### config.mk
export PLATFORM = sky130hd
export DESIGN_NAME = toy_language_lexer_flat
export DESIGN_NICKNAME = d
export VERILOG_FILES = /design/src/sv/tll_pkg.sv /design/src/sv/tll_ifs.sv /design/src/sv/tll_front.sv /design/src/sv/tll_queue.sv /design/src/sv/tll_back.sv /design/src/sv/toy_language_lexer.sv /design/src/flat_wrapper.sv
export SDC_FILE = /design/constraint.sdc
export NUM_CORES = 1
export LEC_CHECK = 0
export BUFFER_PORTS_ARGS = -buffer_cell sky130_fd_sc_hd__buf_2
export CAP_MARGIN = 0
export CORE_UTILIZATION = 57
export DETAILED_ROUTE_END_ITERATION = 7
export GPL_TIMING_DRIVEN = 0
export MAX_ROUTING_LAYER = met4
export PLACE_DENSITY = 0.79
export SLEW_MARGIN = 20
export SYNTH_ARGS = -nofsm -noshare
export SYNTH_HDL_FRONTEND = slang
export SYNTH_HIERARCHICAL = 1
export SYNTH_SLANG_ARGS = --single-unit
### constraint.sdc
create_clock -name clk -period 8.4 [get_ports clk]
set_clock_uncertainty 0.1 [all_clocks]
set_input_delay 2.1 -clock clk [delete_from_list [all_inputs] [get_ports clk]]
set_output_delay 2.1 -clock clk [all_outputs]
set_load 0.01 [all_outputs]
### src/sv/tll_pkg.sv
package tll_pkg;

    // token kinds as seen on the result channel
    typedef enum logic [4:0] {
        TK_ILLEGAL   = 5'd0,
        TK_EOF       = 5'd1,
        TK_IDENT     = 5'd2,
        TK_INT       = 5'd3,
        TK_ASSIGN    = 5'd4,
        TK_PLUS      = 5'd5,
        TK_MINUS     = 5'd6,
        TK_BANG      = 5'd7,
        TK_ASTERISK  = 5'd8,
        TK_SLASH     = 5'd9,
        TK_LT        = 5'd10,
        TK_GT        = 5'd11,
        TK_COMMA     = 5'd12,
        TK_SEMICOLON = 5'd13,
        TK_LPAREN    = 5'd14,
        TK_RPAREN    = 5'd15,
        TK_LBRACE    = 5'd16,
        TK_RBRACE    = 5'd17,
        TK_FUNCTION  = 5'd18,
        TK_LET       = 5'd19,
        TK_TRUE      = 5'd20,
        TK_FALSE     = 5'd21,
        TK_IF        = 5'd22,
        TK_ELSE      = 5'd23,
        TK_RETURN    = 5'd24,
        TK_EQ        = 5'd25,
        TK_NOT_EQ    = 5'd26
    } tok_kind_t;

    // class of the token still being collected
    typedef enum logic [2:0] {
        PEND_NONE   = 3'd0,
        PEND_IDENT  = 3'd1,
        PEND_NUMBER = 3'd2,
        PEND_ASSIGN = 3'd3,
        PEND_BANG   = 3'd4
    } pend_t;

    // characters of interest
    localparam logic [7:0] CH_NUL       = 8'h00;
    localparam logic [7:0] CH_TAB       = 8'h09;
    localparam logic [7:0] CH_LF        = 8'h0A;
    localparam logic [7:0] CH_CR        = 8'h0D;
    localparam logic [7:0] CH_SPACE     = 8'h20;
    localparam logic [7:0] CH_BANG      = 8'h21;
    localparam logic [7:0] CH_LPAREN    = 8'h28;
    localparam logic [7:0] CH_RPAREN    = 8'h29;
    localparam logic [7:0] CH_STAR      = 8'h2A;
    localparam logic [7:0] CH_PLUS      = 8'h2B;
    localparam logic [7:0] CH_COMMA     = 8'h2C;
    localparam logic [7:0] CH_MINUS     = 8'h2D;
    localparam logic [7:0] CH_SLASH     = 8'h2F;
    localparam logic [7:0] CH_ZERO      = 8'h30;
    localparam logic [7:0] CH_NINE      = 8'h39;
    localparam logic [7:0] CH_SEMI      = 8'h3B;
    localparam logic [7:0] CH_LT        = 8'h3C;
    localparam logic [7:0] CH_EQ        = 8'h3D;
    localparam logic [7:0] CH_GT        = 8'h3E;
    localparam logic [7:0] CH_UPPER_A   = 8'h41;
    localparam logic [7:0] CH_UPPER_Z   = 8'h5A;
    localparam logic [7:0] CH_UNDER     = 8'h5F;
    localparam logic [7:0] CH_LOWER_A   = 8'h61;
    localparam logic [7:0] CH_LOWER_Z   = 8'h7A;
    localparam logic [7:0] CH_LBRACE    = 8'h7B;
    localparam logic [7:0] CH_RBRACE    = 8'h7D;

    // longest keyword; longer identifiers are never keywords
    localparam int KW_CHARS = 6;
    localparam int KW_IDX_W = $clog2(KW_CHARS);
    localparam logic [15:0] LEN_MAX = 16'hFFFF;

    // most tokens one text byte can cause
    localparam int MAX_TOKENS = 3;
    localparam int CNT_W = $clog2(MAX_TOKENS + 1);
    localparam int SLOT_W = $clog2(MAX_TOKENS);

    typedef logic [KW_CHARS-1:0][7:0] kw_chars_t;

    typedef struct packed {
        tok_kind_t   kind;
        logic [15:0] start;
        logic [15:0] length;
    } token_t;

    // tokens caused by one text byte
    typedef struct packed {
        logic [CNT_W-1:0]                count;
        token_t [MAX_TOKENS-1:0]         tok;
    } bundle_t;

    // front to queue
    typedef struct packed {
        logic    valid;
        bundle_t data;
    } q_wr_t;

    // queue head to back
    typedef struct packed {
        logic    valid;
        bundle_t data;
    } q_rd_t;

    function automatic logic is_alpha(input logic [7:0] b);
        return (b inside {[CH_LOWER_A:CH_LOWER_Z], [CH_UPPER_A:CH_UPPER_Z], CH_UNDER});
    endfunction

    function automatic logic is_numeral(input logic [7:0] b);
        return (b inside {[CH_ZERO:CH_NINE]});
    endfunction

    function automatic logic is_space(input logic [7:0] b);
        return (b inside {CH_SPACE, CH_TAB, CH_LF, CH_CR});
    endfunction

    // kind of a byte that stands on its own; illegal for anything else
    function automatic tok_kind_t single_kind(input logic [7:0] b);
        tok_kind_t k;
        case (b)
            CH_SEMI:   k = TK_SEMICOLON;
            CH_LPAREN: k = TK_LPAREN;
            CH_RPAREN: k = TK_RPAREN;
            CH_COMMA:  k = TK_COMMA;
            CH_PLUS:   k = TK_PLUS;
            CH_MINUS:  k = TK_MINUS;
            CH_STAR:   k = TK_ASTERISK;
            CH_SLASH:  k = TK_SLASH;
            CH_LT:     k = TK_LT;
            CH_GT:     k = TK_GT;
            CH_LBRACE: k = TK_LBRACE;
            CH_RBRACE: k = TK_RBRACE;
            default:   k = TK_ILLEGAL;
        endcase
        return k;
    endfunction

    // keyword lookup on the stored leading characters
    function automatic tok_kind_t kw_kind(input kw_chars_t c, input logic [15:0] len);
        tok_kind_t k;
        k = TK_IDENT;
        case (len)
            16'd2:
            begin
                if ({c[0], c[1]} == "fn")
                    k = TK_FUNCTION;
                else if ({c[0], c[1]} == "if")
                    k = TK_IF;
            end
            16'd3:
            begin
                if ({c[0], c[1], c[2]} == "let")
                    k = TK_LET;
            end
            16'd4:
            begin
                if ({c[0], c[1], c[2], c[3]} == "true")
                    k = TK_TRUE;
                else if ({c[0], c[1], c[2], c[3]} == "else")
                    k = TK_ELSE;
            end
            16'd5:
            begin
                if ({c[0], c[1], c[2], c[3], c[4]} == "false")
                    k = TK_FALSE;
            end
            16'd6:
            begin
                if ({c[0], c[1], c[2], c[3], c[4], c[5]} == "return")
                    k = TK_RETURN;
            end
            default: k = TK_IDENT;
        endcase
        return k;
    endfunction

    // token that a pending class turns into when it is closed
    function automatic token_t pend_token(input pend_t pc, input logic [15:0] start,
                                          input logic [15:0] len, input kw_chars_t c);
        token_t t;
        t.start  = start;
        t.length = len;
        case (pc)
            PEND_IDENT:  t.kind = kw_kind(c, len);
            PEND_NUMBER: t.kind = TK_INT;
            PEND_ASSIGN:
            begin
                t.kind   = TK_ASSIGN;
                t.length = 16'd1;
            end
            PEND_BANG:
            begin
                t.kind   = TK_BANG;
                t.length = 16'd1;
            end
            default: t.kind = TK_ILLEGAL;
        endcase
        return t;
    endfunction

endpackage

### src/sv/tll_ifs.sv
interface tll_byte_if;
    logic       valid;
    logic       ready;
    logic [7:0] in_byte;
    logic       end_of_input;

    modport source (output valid, output in_byte, output end_of_input, input ready);
    modport sink (input valid, input in_byte, input end_of_input, output ready);
endinterface

interface tll_token_if;
    logic        valid;
    logic        ready;
    logic [4:0]  token_kind;
    logic [15:0] token_start;
    logic [15:0] token_length;
    logic        last_of_run;

    modport source (output valid, output token_kind, output token_start,
                    output token_length, output last_of_run, input ready);
    modport sink (input valid, input token_kind, input token_start,
                  input token_length, input last_of_run, output ready);
endinterface

### src/sv/tll_front.sv
module tll_front #(
    parameter longint unsigned MAX_INPUT_LEN = 65536
) (
    input  logic            clk,
    input  logic            rst_n,
    tll_byte_if.sink        text,
    input  logic            q_full,
    output tll_pkg::q_wr_t  q_wr
);

    localparam int POS_W = $clog2(MAX_INPUT_LEN);

    tll_pkg::pend_t     pend_reg, pend_next;
    logic [15:0]        begin_reg, begin_next;
    logic [15:0]        len_reg, len_next;
    tll_pkg::kw_chars_t chars_reg, chars_next;
    logic [POS_W-1:0]   pos_reg, pos_next;
    logic               fin_reg, fin_next;

    logic               accept;
    logic               live;
    logic [7:0]         b;
    logic [POS_W-1:0]   pos_step;
    logic [15:0]        pos16;
    logic [15:0]        step16;
    logic               b_alpha, b_digit, b_space;
    logic               extend, pair;

    tll_pkg::pend_t     lex_pc;
    logic [15:0]        lex_begin;
    logic [15:0]        lex_len;
    tll_pkg::kw_chars_t lex_chars;

    tll_pkg::bundle_t   bundle;
    logic [tll_pkg::CNT_W-1:0] cnt;

    // a finished text swallows every further beat
    assign text.ready = fin_reg | ~q_full;
    assign accept     = text.valid & text.ready;
    assign live       = accept & ~fin_reg;
    assign b          = text.in_byte;

    assign pos_step = (pos_reg == POS_W'(MAX_INPUT_LEN - 1)) ? '0 : pos_reg + 1'b1;
    assign pos16    = 16'(pos_reg);
    assign step16   = 16'(pos_step);

    assign b_alpha = tll_pkg::is_alpha(b);
    assign b_digit = tll_pkg::is_numeral(b);
    assign b_space = tll_pkg::is_space(b);
    assign extend  = ((pend_reg == tll_pkg::PEND_IDENT) & b_alpha)
                   | ((pend_reg == tll_pkg::PEND_NUMBER) & b_digit);
    assign pair    = ((pend_reg == tll_pkg::PEND_ASSIGN) | (pend_reg == tll_pkg::PEND_BANG))
                   & (b == tll_pkg::CH_EQ);

    // pending token after this byte, before any end-of-text flush
    always_comb
    begin
        lex_pc    = pend_reg;
        lex_begin = begin_reg;
        lex_len   = len_reg;
        lex_chars = chars_reg;
        if (extend)
        begin
            if ((pend_reg == tll_pkg::PEND_IDENT) && (len_reg < 16'(tll_pkg::KW_CHARS)))
                lex_chars[len_reg[tll_pkg::KW_IDX_W-1:0]] = b;
            if (len_reg != tll_pkg::LEN_MAX)
                lex_len = len_reg + 16'd1;
        end
        else
        begin
            lex_pc    = tll_pkg::PEND_NONE;
            lex_begin = pos16;
            lex_len   = 16'd1;
            if (!pair)
            begin
                if (b == tll_pkg::CH_EQ)
                    lex_pc = tll_pkg::PEND_ASSIGN;
                else if (b == tll_pkg::CH_BANG)
                    lex_pc = tll_pkg::PEND_BANG;
                else if (b_alpha)
                begin
                    lex_pc       = tll_pkg::PEND_IDENT;
                    lex_chars[0] = b;
                end
                else if (b_digit)
                    lex_pc = tll_pkg::PEND_NUMBER;
            end
        end
    end

    // next state
    always_comb
    begin
        pend_next  = pend_reg;
        begin_next = begin_reg;
        len_next   = len_reg;
        chars_next = chars_reg;
        pos_next   = pos_reg;
        fin_next   = fin_reg;
        if (live)
        begin
            pos_next = pos_step;
            if (b == tll_pkg::CH_NUL)
            begin
                pend_next = tll_pkg::PEND_NONE;
                fin_next  = 1'b1;
            end
            else
            begin
                pend_next  = text.end_of_input ? tll_pkg::PEND_NONE : lex_pc;
                begin_next = lex_begin;
                len_next   = lex_len;
                chars_next = lex_chars;
                fin_next   = text.end_of_input;
            end
        end
    end

    // tokens caused by this byte
    always_comb
    begin
        bundle = '0;
        cnt    = '0;
        if (b == tll_pkg::CH_NUL)
        begin
            if (pend_reg != tll_pkg::PEND_NONE)
            begin
                bundle.tok[cnt[tll_pkg::SLOT_W-1:0]] =
                    tll_pkg::pend_token(pend_reg, begin_reg, len_reg, chars_reg);
                cnt = cnt + 1'b1;
            end
            bundle.tok[cnt[tll_pkg::SLOT_W-1:0]] = '{tll_pkg::TK_EOF, pos16, 16'd0};
            cnt = cnt + 1'b1;
        end
        else
        begin
            if (pair)
            begin
                bundle.tok[cnt[tll_pkg::SLOT_W-1:0]] =
                    '{(pend_reg == tll_pkg::PEND_ASSIGN) ? tll_pkg::TK_EQ : tll_pkg::TK_NOT_EQ,
                      begin_reg, 16'd2};
                cnt = cnt + 1'b1;
            end
            else if (!extend)
            begin
                if (pend_reg != tll_pkg::PEND_NONE)
                begin
                    bundle.tok[cnt[tll_pkg::SLOT_W-1:0]] =
                        tll_pkg::pend_token(pend_reg, begin_reg, len_reg, chars_reg);
                    cnt = cnt + 1'b1;
                end
                if (!(b_space || b_alpha || b_digit || (b == tll_pkg::CH_EQ)
                      || (b == tll_pkg::CH_BANG)))
                begin
                    bundle.tok[cnt[tll_pkg::SLOT_W-1:0]] =
                        '{tll_pkg::single_kind(b), pos16, 16'd1};
                    cnt = cnt + 1'b1;
                end
            end
            if (text.end_of_input)
            begin
                if (lex_pc != tll_pkg::PEND_NONE)
                begin
                    bundle.tok[cnt[tll_pkg::SLOT_W-1:0]] =
                        tll_pkg::pend_token(lex_pc, lex_begin, lex_len, lex_chars);
                    cnt = cnt + 1'b1;
                end
                bundle.tok[cnt[tll_pkg::SLOT_W-1:0]] = '{tll_pkg::TK_EOF, step16, 16'd0};
                cnt = cnt + 1'b1;
            end
        end
        bundle.count = cnt;
    end

    assign q_wr.valid = live & (cnt != '0);
    assign q_wr.data  = bundle;

    // lexer state
    always_ff @(posedge clk or negedge rst_n)
    begin
        if (!rst_n)
        begin
            pend_reg  <= tll_pkg::PEND_NONE;
            begin_reg <= '0;
            len_reg   <= '0;
            pos_reg   <= '0;
            fin_reg   <= 1'b0;
        end
        else
        begin
            pend_reg  <= pend_next;
            begin_reg <= begin_next;
            len_reg   <= len_next;
            pos_reg   <= pos_next;
            fin_reg   <= fin_next;
        end
    end

    // keyword characters hold payload only
    always_ff @(posedge clk)
    begin
        chars_reg <= chars_next;
    end

    // nothing is lexed once the text has ended
    a_quiet_after_eof: assert property (@(posedge clk) disable iff (!rst_n)
        fin_reg |-> !q_wr.valid)
        else $error("token pushed after end of text");

    // end of text always leaves nothing pending
    a_eof_clears: assert property (@(posedge clk) disable iff (!rst_n)
        (live && ((b == tll_pkg::CH_NUL) || text.end_of_input))
        |=> (fin_reg && (pend_reg == tll_pkg::PEND_NONE)))
        else $error("pending token left after end of text");

endmodule

### src/sv/tll_queue.sv
module tll_queue #(
    parameter int DEPTH = 4
) (
    input  logic            clk,
    input  logic            rst_n,
    input  tll_pkg::q_wr_t  q_wr,
    output logic            full,
    output tll_pkg::q_rd_t  q_rd,
    input  logic            pop
);

    localparam int PTR_W = $clog2(DEPTH);
    localparam int CNT_W = $clog2(DEPTH + 1);

    tll_pkg::bundle_t   entry_reg [DEPTH];
    logic [PTR_W-1:0]   wr_reg, wr_next;
    logic [PTR_W-1:0]   rd_reg, rd_next;
    logic [CNT_W-1:0]   cnt_reg, cnt_next;
    logic               push, take;

    assign full  = (cnt_reg == CNT_W'(DEPTH));
    assign push  = q_wr.valid & ~full;
    assign take  = pop & (cnt_reg != '0);

    assign q_rd.valid = (cnt_reg != '0);
    assign q_rd.data  = entry_reg[rd_reg];

    // pointer and fill bookkeeping
    always_comb
    begin
        wr_next  = wr_reg;
        rd_next  = rd_reg;
        cnt_next = cnt_reg;
        if (push)
            wr_next = (wr_reg == PTR_W'(DEPTH - 1)) ? '0 : wr_reg + 1'b1;
        if (take)
            rd_next = (rd_reg == PTR_W'(DEPTH - 1)) ? '0 : rd_reg + 1'b1;
        if (push && !take)
            cnt_next = cnt_reg + 1'b1;
        else if (take && !push)
            cnt_next = cnt_reg - 1'b1;
    end

    always_ff @(posedge clk or negedge rst_n)
    begin
        if (!rst_n)
        begin
            wr_reg  <= '0;
            rd_reg  <= '0;
            cnt_reg <= '0;
        end
        else
        begin
            wr_reg  <= wr_next;
            rd_reg  <= rd_next;
            cnt_reg <= cnt_next;
        end
    end

    // bundle storage
    always_ff @(posedge clk)
    begin
        if (push)
            entry_reg[wr_reg] <= q_wr.data;
    end

    a_no_overflow: assert property (@(posedge clk) disable iff (!rst_n)
        !(q_wr.valid && full))
        else $error("bundle offered to a full queue");

    a_fill_bound: assert property (@(posedge clk) disable iff (!rst_n)
        cnt_reg <= CNT_W'(DEPTH))
        else $error("queue fill count out of range");

endmodule

### src/sv/tll_back.sv
module tll_back (
    input  logic            clk,
    input  logic            rst_n,
    input  tll_pkg::q_rd_t  q_rd,
    output logic            pop,
    tll_token_if.source     tokens
);

    logic [tll_pkg::SLOT_W-1:0] slot_reg, slot_next;
    tll_pkg::token_t            cur;
    logic                       last;
    logic                       beat;

    assign cur  = q_rd.data.tok[slot_reg];
    assign last = (tll_pkg::CNT_W'(slot_reg) == q_rd.data.count - 1'b1);
    assign beat = tokens.valid & tokens.ready;
    assign pop  = beat & last;

    assign tokens.valid        = q_rd.valid;
    assign tokens.token_kind   = cur.kind;
    assign tokens.token_start  = cur.start;
    assign tokens.token_length = cur.length;
    assign tokens.last_of_run  = last;

    // walk the tokens of the head bundle
    always_comb
    begin
        slot_next = slot_reg;
        if (beat)
            slot_next = last ? '0 : slot_reg + 1'b1;
    end

    always_ff @(posedge clk or negedge rst_n)
    begin
        if (!rst_n)
            slot_reg <= '0;
        else
            slot_reg <= slot_next;
    end

    // a bundle never shows past its token count
    a_slot_in_bundle: assert property (@(posedge clk) disable iff (!rst_n)
        q_rd.valid |-> (tll_pkg::CNT_W'(slot_reg) < q_rd.data.count))
        else $error("slot beyond bundle count");

endmodule

### src/sv/toy_language_lexer.sv
// Streaming lexer for a small scripting language.
// text channel: one source byte a beat (in_byte, end_of_input). A zero byte or
// a beat with end_of_input set closes the text: the pending token is flushed
// and an EOF token follows. Beats after that are taken and dropped until reset.
// tokens channel: one token a beat (token_kind, token_start, token_length,
// last_of_run); last_of_run marks the final token caused by one text byte.
// Throughput: one text byte per cycle while the queue is not full. Each
// accepted byte is classified by the front lexer, and its tokens (zero to
// three) go as one bundle into a QUEUE_DEPTH deep queue; the back end sends
// one token a cycle, so a burst of bytes that each give two or three tokens
// is paced by the token port. Bundles are registered in the queue first.
// Stall: while tokens.ready is low the queue fills; text.ready falls only once
// the queue is full, and no token is lost or repeated.
// Reset (rst_n low, asynchronous): nothing pending, position zero, queue empty.
// Positions count modulo MAX_INPUT_LEN; token lengths saturate at 65535.
module toy_language_lexer #(
    parameter longint unsigned MAX_INPUT_LEN = 65536,
    parameter int              QUEUE_DEPTH   = 4
) (
    input  logic        clk,
    input  logic        rst_n,
    tll_byte_if.sink    text,
    tll_token_if.source tokens
);

    tll_pkg::q_wr_t q_wr;
    tll_pkg::q_rd_t q_rd;
    logic           q_full;
    logic           q_pop;

    tll_front #(
        .MAX_INPUT_LEN (MAX_INPUT_LEN)
    ) u_front (
        .clk    (clk),
        .rst_n  (rst_n),
        .text   (text),
        .q_full (q_full),
        .q_wr   (q_wr)
    );

    tll_queue #(
        .DEPTH (QUEUE_DEPTH)
    ) u_queue (
        .clk   (clk),
        .rst_n (rst_n),
        .q_wr  (q_wr),
        .full  (q_full),
        .q_rd  (q_rd),
        .pop   (q_pop)
    );

    tll_back u_back (
        .clk    (clk),
        .rst_n  (rst_n),
        .q_rd   (q_rd),
        .pop    (q_pop),
        .tokens (tokens)
    );

endmodule

### src/flat_wrapper.sv
// flat-port wrapper written by rule: the top's interface ports become plain ports
module toy_language_lexer_flat 
#(
    parameter longint unsigned MAX_INPUT_LEN = 65536,
    parameter int              QUEUE_DEPTH   = 4
)
  (clk, rst_n, text_valid, text_in_byte, text_end_of_input, text_ready, tokens_valid, tokens_token_kind, tokens_token_start, tokens_token_length, tokens_last_of_run, tokens_ready);
  tll_byte_if text_i ();
  tll_token_if tokens_i ();
  input  logic clk;
  input  logic rst_n;
  input wire logic [$bits(text_i.valid)-1:0] text_valid;
  input wire logic [$bits(text_i.in_byte)-1:0] text_in_byte;
  input wire logic [$bits(text_i.end_of_input)-1:0] text_end_of_input;
  output wire logic [$bits(text_i.ready)-1:0] text_ready;
  output wire logic [$bits(tokens_i.valid)-1:0] tokens_valid;
  output wire logic [$bits(tokens_i.token_kind)-1:0] tokens_token_kind;
  output wire logic [$bits(tokens_i.token_start)-1:0] tokens_token_start;
  output wire logic [$bits(tokens_i.token_length)-1:0] tokens_token_length;
  output wire logic [$bits(tokens_i.last_of_run)-1:0] tokens_last_of_run;
  input wire logic [$bits(tokens_i.ready)-1:0] tokens_ready;
  assign text_i.valid = text_valid;
  assign text_i.in_byte = text_in_byte;
  assign text_i.end_of_input = text_end_of_input;
  assign text_ready = text_i.ready;
  assign tokens_valid = tokens_i.valid;
  assign tokens_token_kind = tokens_i.token_kind;
  assign tokens_token_start = tokens_i.token_start;
  assign tokens_token_length = tokens_i.token_length;
  assign tokens_last_of_run = tokens_i.last_of_run;
  assign tokens_i.ready = tokens_ready;
  toy_language_lexer #(.MAX_INPUT_LEN(MAX_INPUT_LEN), .QUEUE_DEPTH(QUEUE_DEPTH)) u_core (.clk(clk), .rst_n(rst_n), .text(text_i), .tokens(tokens_i));
endmodule
== Yosys cells after proc, flatten, opt, wreduce, memory -nomap -nowiden ==
Memory sizes are Yosys's and may differ from the RTL's.
Index checks and enable logic that the tools add are counted.
Word-level totals
  memories: 1
  register bits after elaboration: 109
  bits of input ports: 13
  memory bits (writable): 452
  logic and storage cells: 253
  output and inout bits: 40
Cells by class
  reduce and logical (&&, ||, !) cells: 28
  equality and inequality tests: 57
  magnitude comparators: 18
  add/sub/neg operators: 12
  muxes and demuxes: 106
  bitwise logic cells: 16
Memories
  u_core.u_queue.entry_reg: depth 4, bits a word 113, rd ports 1, clocked after memory_dff 0, write ports 1, RTL line tll_queue.sv:15  | tll_pkg::bundle_t entry_reg [DEPTH];
Operators with widths (number)
  two-way mux 111 bit: 7
  bitwise mux 111 bit: 4
  two-way mux 37 bit: 12
  demux 37 bit (select 2 bit): 4
  two-way mux 74 bit: 2
  two-way mux 16 bit: 9
  == test 32 x 31 -> 1 bit (second input constant): 4
  two-way mux 5 bit: 21
  == test 8 x 6 -> 1 bit (second input constant): 13
  == test 16 x 3 -> 1 bit (second input constant): 6
  == test 48 x 47 -> 1 bit (second input constant): 2
  == test 40 x 39 -> 1 bit (second input constant): 2
  binary-select mux 37 bit (select 2 bit): 1
  == test 16 x 15 -> 1 bit (second input constant): 4
  == test 16 x 2 -> 1 bit (second input constant): 4
  case mux 5 bit (12 select lines): 1
  case mux 5 bit (5 select lines): 2
  bitwise mux 48 bit: 1
  == test 24 x 23 -> 1 bit (second input constant): 2
  two-way mux 48 bit: 1
  two-way mux 8 bit: 6
  two-way mux 40 bit: 1
  case mux 5 bit (4 select lines): 2
  two-way mux 2 bit: 19
  38 further kinds: 107

== Longest topological paths before layout ==
Gate-level depths: netlist of run 1.
  depth in word-level cells: 27
  mapped depth: 24
  gate-level depth less buffers: 22

== Cells and area by module ==
The synthesis of run 1 kept the hierarchy.
By module, submodules not included
  tll_queue: cells an instance 628, times used 1, seq. area each 13748.2 sq um, area each 16719.8 sq um
  tll_front: cells an instance 1304, times used 1, seq. area each 2742.6 sq um, area each 9811.9 sq um
  tll_back: cells an instance 141, times used 1, seq. area each 50.0 sq um, area each 907.1 sq um

== Worst setup path before layout of run 1 ==
OpenSTA, ideal clock, no wires.
  path kind: in2reg
  start point: in text_in_byte[4]
  end point: mem u_core/u_queue/entry_reg[3][0] in the netlist's numbering (enable)
  setup time: 588 ps
  arrival: 10132 ps
  setup slack: -2420 ps
  path buffers: 2
  required time: 7712 ps
  stages on the path: 19
  path through: buf_2 and2_4 a221oi_2 o21ai_1 clkbuf_1 o221ai_1 inv_1 ha_1 a21oi_1 inv_1 ha_1 nand2_1 o21ai_0 ha_1 o21ai_0 nor2_1 a21oi_1 nand2_1 nor2_1
RTL lines
  start: declaration: RTL line flat_wrapper.sv:13  | input wire logic [$bits(text_i.in_byte)-1:0] text_in_byte;
  end: declaration: RTL line tll_queue.sv:15

==> metrics.txt, run 1 <==
run status completed; Yosys top cell by area edfxtp_1; final hold viol count 0; RR Startpoint u_core/u_front/pend_reg[2]$_DFFE_PN0P_; RSZ-0062 raised after global routing no; power share of the clock group ~27%; remaining antenna violation count 0; min Tclk post-route 7.911 ns; total via count in the routed design approximately 19000; share of post-route cells with drive strength above 1 about 18%; first-pass GRT wire length between 100000 and 150000 µm; EDFF count, synth 500; Routed WL per cell roughly 29 µm; filler instances around 3500; r2r setup slk just over 2 ns; clk sink count roughly 560; type of destination of the critical path flip-flop; LEAKAGE between 10 and 15 nW; count of input and output buffers 52; number of distinct standard cells referenced by the synthesized netlist 95; cell count of the worst hold path 1; nature of the critical path startpoint primary input; Overall Power roughly 8.9 mW; number of antenna violations at the first check in global routing 0; share of the synthesized netlist area taken by xor and xnor gates 1.085%; leading cell types in the layout, fill and taps excluded edfxtp_1, nand2_1, nor2_1; Core Box Area 47650 µm²; number of global-route vias before repair 19130; starting utilization of the core area a little under three fifths; mux contribution to synthesized area around 13%; post-route standard cell area excluding fillers 30630 µm²; Die H about 220 µm; aggregate global routing overflow 0; post-synthesis cell count between 2000 and 2500; Clock Tree Root clkbuf_16; clock slew seen by the registers of the worst setup and hold paths ~0.060 ns; pin count of the biggest net entering global routing 52; Compound-Gate Fraction of Synth Area a little under a tenth; final standard cell count with taps included and fillers excluded about 2900; number of synthesis warnings 6; Gate power share about a third; All-Layer GR Usage around a third; leading cell type in the layout, fill and taps excluded edfxtp_1; Cell Int Power about 5.8 mW; Synth area leaders edfxtp_1, mux4_2, dfrtp_1, nand2_1, mux2i_1; post-cts repair resize count 0; CP required roughly 8.6 ns; Post-DP Area roughly 29000 µm²; async set-or-reset flop fraction in the synthesized netlist a little over a tenth; worst-path maximum fanout 34; clock tree from TritonCTS yes; max FFs per register between 400 and 500; clock buffers created by TritonCTS between 50 and 60; largest family of logic cells by synthesized area multiplexers; detailed-route vias per instance slightly below 7; post-synthesis area per instance 13.24 µm²; Pins Over Slew Limit 0; R2R cell count 19; post-cts hold buffer count 0; Routability Congestion around 0.96; sw frac between 30% and 40%; Layout area overhead 11.62%; critical path data arrival time around 8.1 ns; maximum count of clock buffers along a single path 3; clock latency on the worst-skew pair 0.63 ns; post-synthesis share of cell area spent on and, or, nand and nor gates roughly an eighth; first drt pass iteration count 6; number of nets in the final layout 2229; proportion of power drawn by flip-flops and latches a little under two fifths; CTS HTree Levels 2; Synth Cell Area 27440 µm²; Max IR drop VDD 0.0002152 V; remaining routing DRC violations 0; number of violations reported at the end of detailed-routing iteration 0 roughly 2600; PD cells a little under 300 nW/µm²; final worst-path cycle share a little over nine tenths; r2r endpoint u_core/u_queue/entry_reg[2][85]$_DFFE_PP_; Slew headroom a little under a fifth; source of the worst hold timing path u_core/u_queue/cnt_reg[2]$_DFFE_PN0P_; Final setup viols 0; post-synth net total around 2100; number of max-capacitance violations reported 0; adder and majority gate portion of the synthesized area less than 1%; count of state elements after synthesis roughly 560; final core utilization approximately 64%; type of the worst min-delay path flip-flop to flip-flop; count of standard-cell rows 80; classification of the worst setup path primary input to flip-flop; number of ports placed on the die boundary 53; # placed instances about 2800; wire length after detailed routing between 80000 and 90000 µm; hold worst-path end u_core/u_queue/cnt_reg[2]$_DFFE_PN0P_; antenna fix cells 0; Post-synth top flop edfxtp_1; post-CTS setup buffer count 0; Highest Clock Rate 126.4 MHz; fraction of post-synthesis cell area in the top cell type by area around 55%; worst-margin pin slew between 1 and 1.5 ns; switching power of the nets 3.122 mW; Final HPWL DP 57600 µm; Die Span X about 220 µm; overall die area 49020 µm²; post-synthesis sequential area ratio around 60%
## routing by layer
layer  routed length, µm  GRT usage, %  up-vias  part of all wire (%)
li1                    -             -     8273                     -
met1               33060         48.82     9822                    40
met2               38630         52.70     1201                    46
met3                9096         7.157      182                    11
met4                2345         11.03        0                   2.8
met5                   0             -        -                     0
## power groups by stage
stage / Clock, mW / Combinational [mW] / Sequential [mW]
floorplan: 0 / 1.96 / 3.42
global placement: 0 / 2.88 / 3.46
detailed placement: 0 / 2.97 / 3.46
CTS: 2.48 / 3.01 / 3.41
global route: 2.58 / 3.23 / 3.43
finish: 2.45 / 3.06 / 3.41
## cells by family after synthesis
group,Yosys count
AOI/OAI and AO/OA,404
xor gates and xnor gates,34
adders and majority gates,19
buffers and inverters,189
DFF,561
muxes,221
and+or+nand+nor,645
## layout make-up
type	instances	area (µm²)	share of cell area, %
Sequential cell	561	16540	54.01
Multi-Input combinational cell	1325	10120	33.06
Clock buffer	64	1420	4.637
Tap cell	615	769.5	2.512
Buffer	151	683.2	2.231
Timing Repair Buffer	66	575.6	1.879
Clock inverter	38	367.9	1.201
Inverter	38	145.1	0.4739
## worst max-delay path by stage
stage,from,end,slack [ns],depth (start not counted)
detailed placement,text_in_byte[1],u_core/u_queue/entry_reg[0][83]$_DFFE_PP_,-0.54,21
floorplan,text_in_byte[4],u_core/u_queue/entry_reg[0][0]$_DFFE_PP_,0.75,19
global placement,text_in_byte[0],u_core/u_queue/entry_reg[0][77]$_DFFE_PP_,-1.80,19
CTS,text_in_byte[1],u_core/u_queue/entry_reg[0][45]$_DFFE_PP_,0.09,21
finish,text_in_byte[4],u_core/u_queue/entry_reg[2][85]$_DFFE_PP_,0.49,22
global route,text_in_byte[1],u_core/u_queue/entry_reg[2][84]$_DFFE_PP_,0.1,21
## Yosys cell counts, types with 16 or more instances
master and instances:
nor4_1 20, edfxtp_1 500, nand2_1 199, a21oi_1 67, o22ai_1 30, and2_1 17
clkbuf_1 93, dfrtp_1 61, nor2_1 157, inv_1 37, o21ai_1 46, mux2i_1 72
nand2b_1 28, nand3_1 45, and3_1 16, mux2_2 36, mux4_2 113, buf_2 42
xor2_1 19, nand4_1 22, o21ai_0 119, nor3_1 38, ha_1 18
## worst max-delay path, stage by stage
cell and delay [ns]:
buf_2 0.11, buf_2 0.18, and2_4 0.20, a221oi_2 0.57
o21ai_1 0.29, clkbuf_1 0.36, o221ai_2 0.29, inv_1 0.18
ha_1 0.33, a21oi_1 0.44, inv_1 0.09, ha_1 0.29
nand2_1 0.05, o21ai_0 0.18, ha_1 0.33, o21ai_0 0.16
nor2_1 0.07, a21oi_1 0.24, nor2b_2 0.48, and2_4 0.54
buf_12 0.29, buf_12 0.28
## through the flow
stage	hold WS, ns	TNS, ns	setup slack [ns]
final	0.3868	0	0.4894
after CTS	0.3856	0	0.08812
after floorplan	0.3453	0	0.7523
after global routing	0.4195	0	0.09619
after global placement	0.3618	-795.90	-1.796
after detailed placement	0.3762	-75.73	-0.5434
Power figures use the tool's default switching activity.
==> run 2: changes to the inputs <==
--- a/config.mk
+++ b/config.mk
@@ -7,6 +7,7 @@
 export LEC_CHECK = 0
 export BUFFER_PORTS_ARGS = -buffer_cell sky130_fd_sc_hd__buf_2
 export CAP_MARGIN = 0
+export CORE_MARGIN = 3
 export CORE_UTILIZATION = 57
 export DETAILED_ROUTE_END_ITERATION = 7
 export GPL_TIMING_DRIVEN = 0
==> constraint.sdc (replaced) <==
create_clock -name clk -period 8.4 [get_ports clk]
set_clock_uncertainty 0.1 [all_clocks]
set_input_delay 1.68 -clock clk [delete_from_list [all_inputs] [get_ports clk]]
set_output_delay 1.68 -clock clk [all_outputs]
set_load 0.01 [all_outputs]
==> run 2 against run 1 <==
- first-iteration DRC count increased by 4.2%
- largest power group unchanged
- final cell count decreased by 0.28%
- total power decreased by 0.50%
- largest cell class unchanged
- worst hold slack improved by 0.015 ns
- highest routed layer unchanged
- routed wire length decreased by 1.2%
- count of clock-buffer cells in the layout increased by 4
- sequential cell count unchanged
==> metrics.txt, run 2 (synthesis results as in run 1) <==
run status completed; total via count in the routed design 19440 (-0.20%); min Tclk post-route 7.968 ns (+0.05788 ns); number of max-capacitance violations reported 0 (unchanged); met3 Usage GRT 8.571% (+1.4 points); Die H 225.4 µm (+1.8%); first drt pass iteration count 6 (unchanged); overall die area 50810 µm² (+3.6%); RSZ-0062 raised after global routing no; Final HPWL DP 56870 µm (-1.3%); clock tree from TritonCTS yes; number of violations reported at the end of detailed-routing iteration 0 2667 (+4.2%); leading cell types in the layout, fill and taps excluded edfxtp_1, nand2_1, nor2_1; wire length after detailed routing 82090 µm (-1.2%); number of ports placed on the die boundary 53 (unchanged); type of destination of the critical path flip-flop; All-Layer GR Usage 33.52% (-1.7 points); final core utilization 65.05% (+0.77 points); worst-path maximum fanout 10 (-71%); Worst path slowest cell nor3_1; clock slew seen by the registers of the worst setup and hold paths 0.06 ns (about the same); number of global-route vias before repair 19130 (+0.037%); remaining antenna violation count 0 (unchanged); detailed-route vias per instance 6.821 (about the same); post-cts repair resize count 0 (unchanged); nature of the critical path startpoint primary input; Slew headroom 8.845% (-9.6 points); filler instances 3361 (-3.6%); clock buffers created by TritonCTS 55 (+1.9%); aggregate global routing overflow 0 (unchanged); starting utilization of the core area 58.32% (+0.73 points); number of antenna violations at the first check in global routing 1 (+1); met1 Resource Use GR 45.22% (-3.6 points); pin count of the biggest net entering global routing 48 (-7.7%); Clock Tree Root clkbuf_16; PD cells 290.0 nW/µm² (-0.44%); remaining routing DRC violations 0 (unchanged); type of the worst min-delay path flip-flop to flip-flop; clock latency on the worst-skew pair 0.62 ns (about the same); maximum count of clock buffers along a single path 3 (unchanged); Pins Over Slew Limit 0 (unchanged); cell breakdown of the critical path buf_2 -> nor2b_1 -> a22oi_1 -> o21ai_1 -> clkbuf_1 -> o221ai_1 -> inv_1 -> ha_1 -> a21oi_1 -> inv_1 -> ha_1 -> nand2_1 -> o21ai_0 -> ha_1 -> clkbuf_1 -> nand2_1 -> a31oi_1 -> nor3_1 -> clkbuf_1 -> nand2_1 -> o21ai_0; Overall Power 8.875 mW (-0.50%); clk sink count 561 (unchanged); leading cell type in the layout, fill and taps excluded edfxtp_1; Routed WL per cell 28.80 µm (-0.97%); final hold viol count 0 (unchanged); LEAKAGE 10.24 nW (about the same); met2 routing resource usage after global routing 49.24% (-3.5 points); Die Span X 225.4 µm (+1.8%); Highest Clock Rate 125.5 MHz (-0.73%); classification of the worst setup path primary input to flip-flop; final worst-path cycle share 94.86% (+0.69 points); Total Negative Setup Slacks 0 ns (unchanged); number of nets in the final layout 2229 (unchanged); count of standard-cell rows 79 (-1.3%); Final setup viols 0 (unchanged); first-pass GRT wire length 121700 µm (-1.6%); Routability Congestion 0.9946 (+3.9%); Max IR drop VDD 0.0001834 V (-15%); max FFs per register 452 (unchanged); most used routing layer in global routing met2; delay of the slowest critical-path stage 0.95 ns (+0.38 ns); CTS HTree Levels 2 (unchanged); post-cts hold buffer count 0 (unchanged); share of post-route cells with drive strength above 1 17.80% (-0.53 points); Layout area overhead 11.55% (about the same); critical path data arrival time 8.21 ns (+0.10 ns); post-CTS setup buffer count 0 (unchanged); CP required 8.64 ns (+0.04 ns); worst-margin pin slew 1.363 ns (+0.1432 ns); Core Box Area 47050 µm² (-1.3%); count of input and output buffers 52 (unchanged)
## run 2: cell types whose count changed in the layout (fill, tap and decap cells not counted), sizes merged
cell	delta
clkinvlp	-2
inv	-2
and2	-2
buf	+1
diode	+1
clkbuf	+4
## run 2: layout make-up
cell class | instances | area (µm²) | area share [%]
clock inverters | 34 | 319.1 | 1.042
flip-flops and latches | 561 | 16540 | 54.04
well taps | 607 | 759.5 | 2.481
plain buffers | 151 | 683.2 | 2.232
clock buffers | 68 | 1435 | 4.689
diodes | 1 | 2.502 | 0.008176
inverters | 38 | 142.6 | 0.4660
repair buffers | 67 | 629.4 | 2.056
multi-input cells | 1323 | 10100 | 32.98
## run 2: path summary, 6_finish.rpt
| check | cells past startpoint | endpoint | startpoint | slack, ns |
|---|---|---|---|---|
| setup / recovery | 21 | u_core/u_queue/entry_reg[0][15]$_DFFE_PP_ | text_in_byte[1] | 0.43 |
| hold / removal | 1 | u_core/u_front/fin_reg$_DFFE_PN0P_ | u_core/u_front/fin_reg$_DFFE_PN0P_ | 0.40 |
| setup reg to reg | 19 | u_core/u_queue/entry_reg[0][15]$_DFFE_PP_ | u_core/u_front/pend_reg[2]$_DFFE_PN0P_ | 1.97 |
| hold reg to reg | 1 | u_core/u_front/fin_reg$_DFFE_PN0P_ | u_core/u_front/fin_reg$_DFFE_PN0P_ | 0.40 |
| max in group asynchronous | 2 | u_core/u_front/pend_reg[0]$_DFFE_PN0P_ | rst_n | 6.71 |
| min in group asynchronous | 1 | u_core/u_queue/wr_reg[1]$_DFFE_PN0P_ | rst_n | 0.90 |
## run 2: per-layer routing
metal	wire (µm)	part of all wire, %
met1	32040	39
met2	37050	45
met3	9333	11
met4	3662	4.5
met5	0	0
## run 2: per-stage QoR
stage | std cells | setup slack [ns] | area (µm²) | hold WS, ns
floorplan | 2073 | 1.172 | 27450 | 0.3453
global placement | 2732 | -1.437 | 28470 | 0.3659
detailed placement | 2747 | 0.1442 | 28850 | 0.3841
CTS | 2849 | 0.7527 | 30610 | 0.4056
global route | 2850 | 0.2066 | 30610 | 0.4200
finish | 2850 | 0.4315 | 30610 | 0.4016
## run 2: critical path, delay by kind of cell
family          cells  cell delay [ns]
fa+ha+maj           3             0.81
compound gates      7             2.23
simple gates        5             1.69
buf+inv             6             1.78
## run 2: power by group
| part | leakage [nW] | switching (mW) | internal, mW |
|---|---|---|---|
| Sequential | 5.35 | 0.113 | 3.30 |
| Clock | 0.844 | 1.06 | 1.34 |
| Combinational | 4.04 | 1.90 | 1.16 |
| Total | 10.2 | 3.07 | 5.80 |
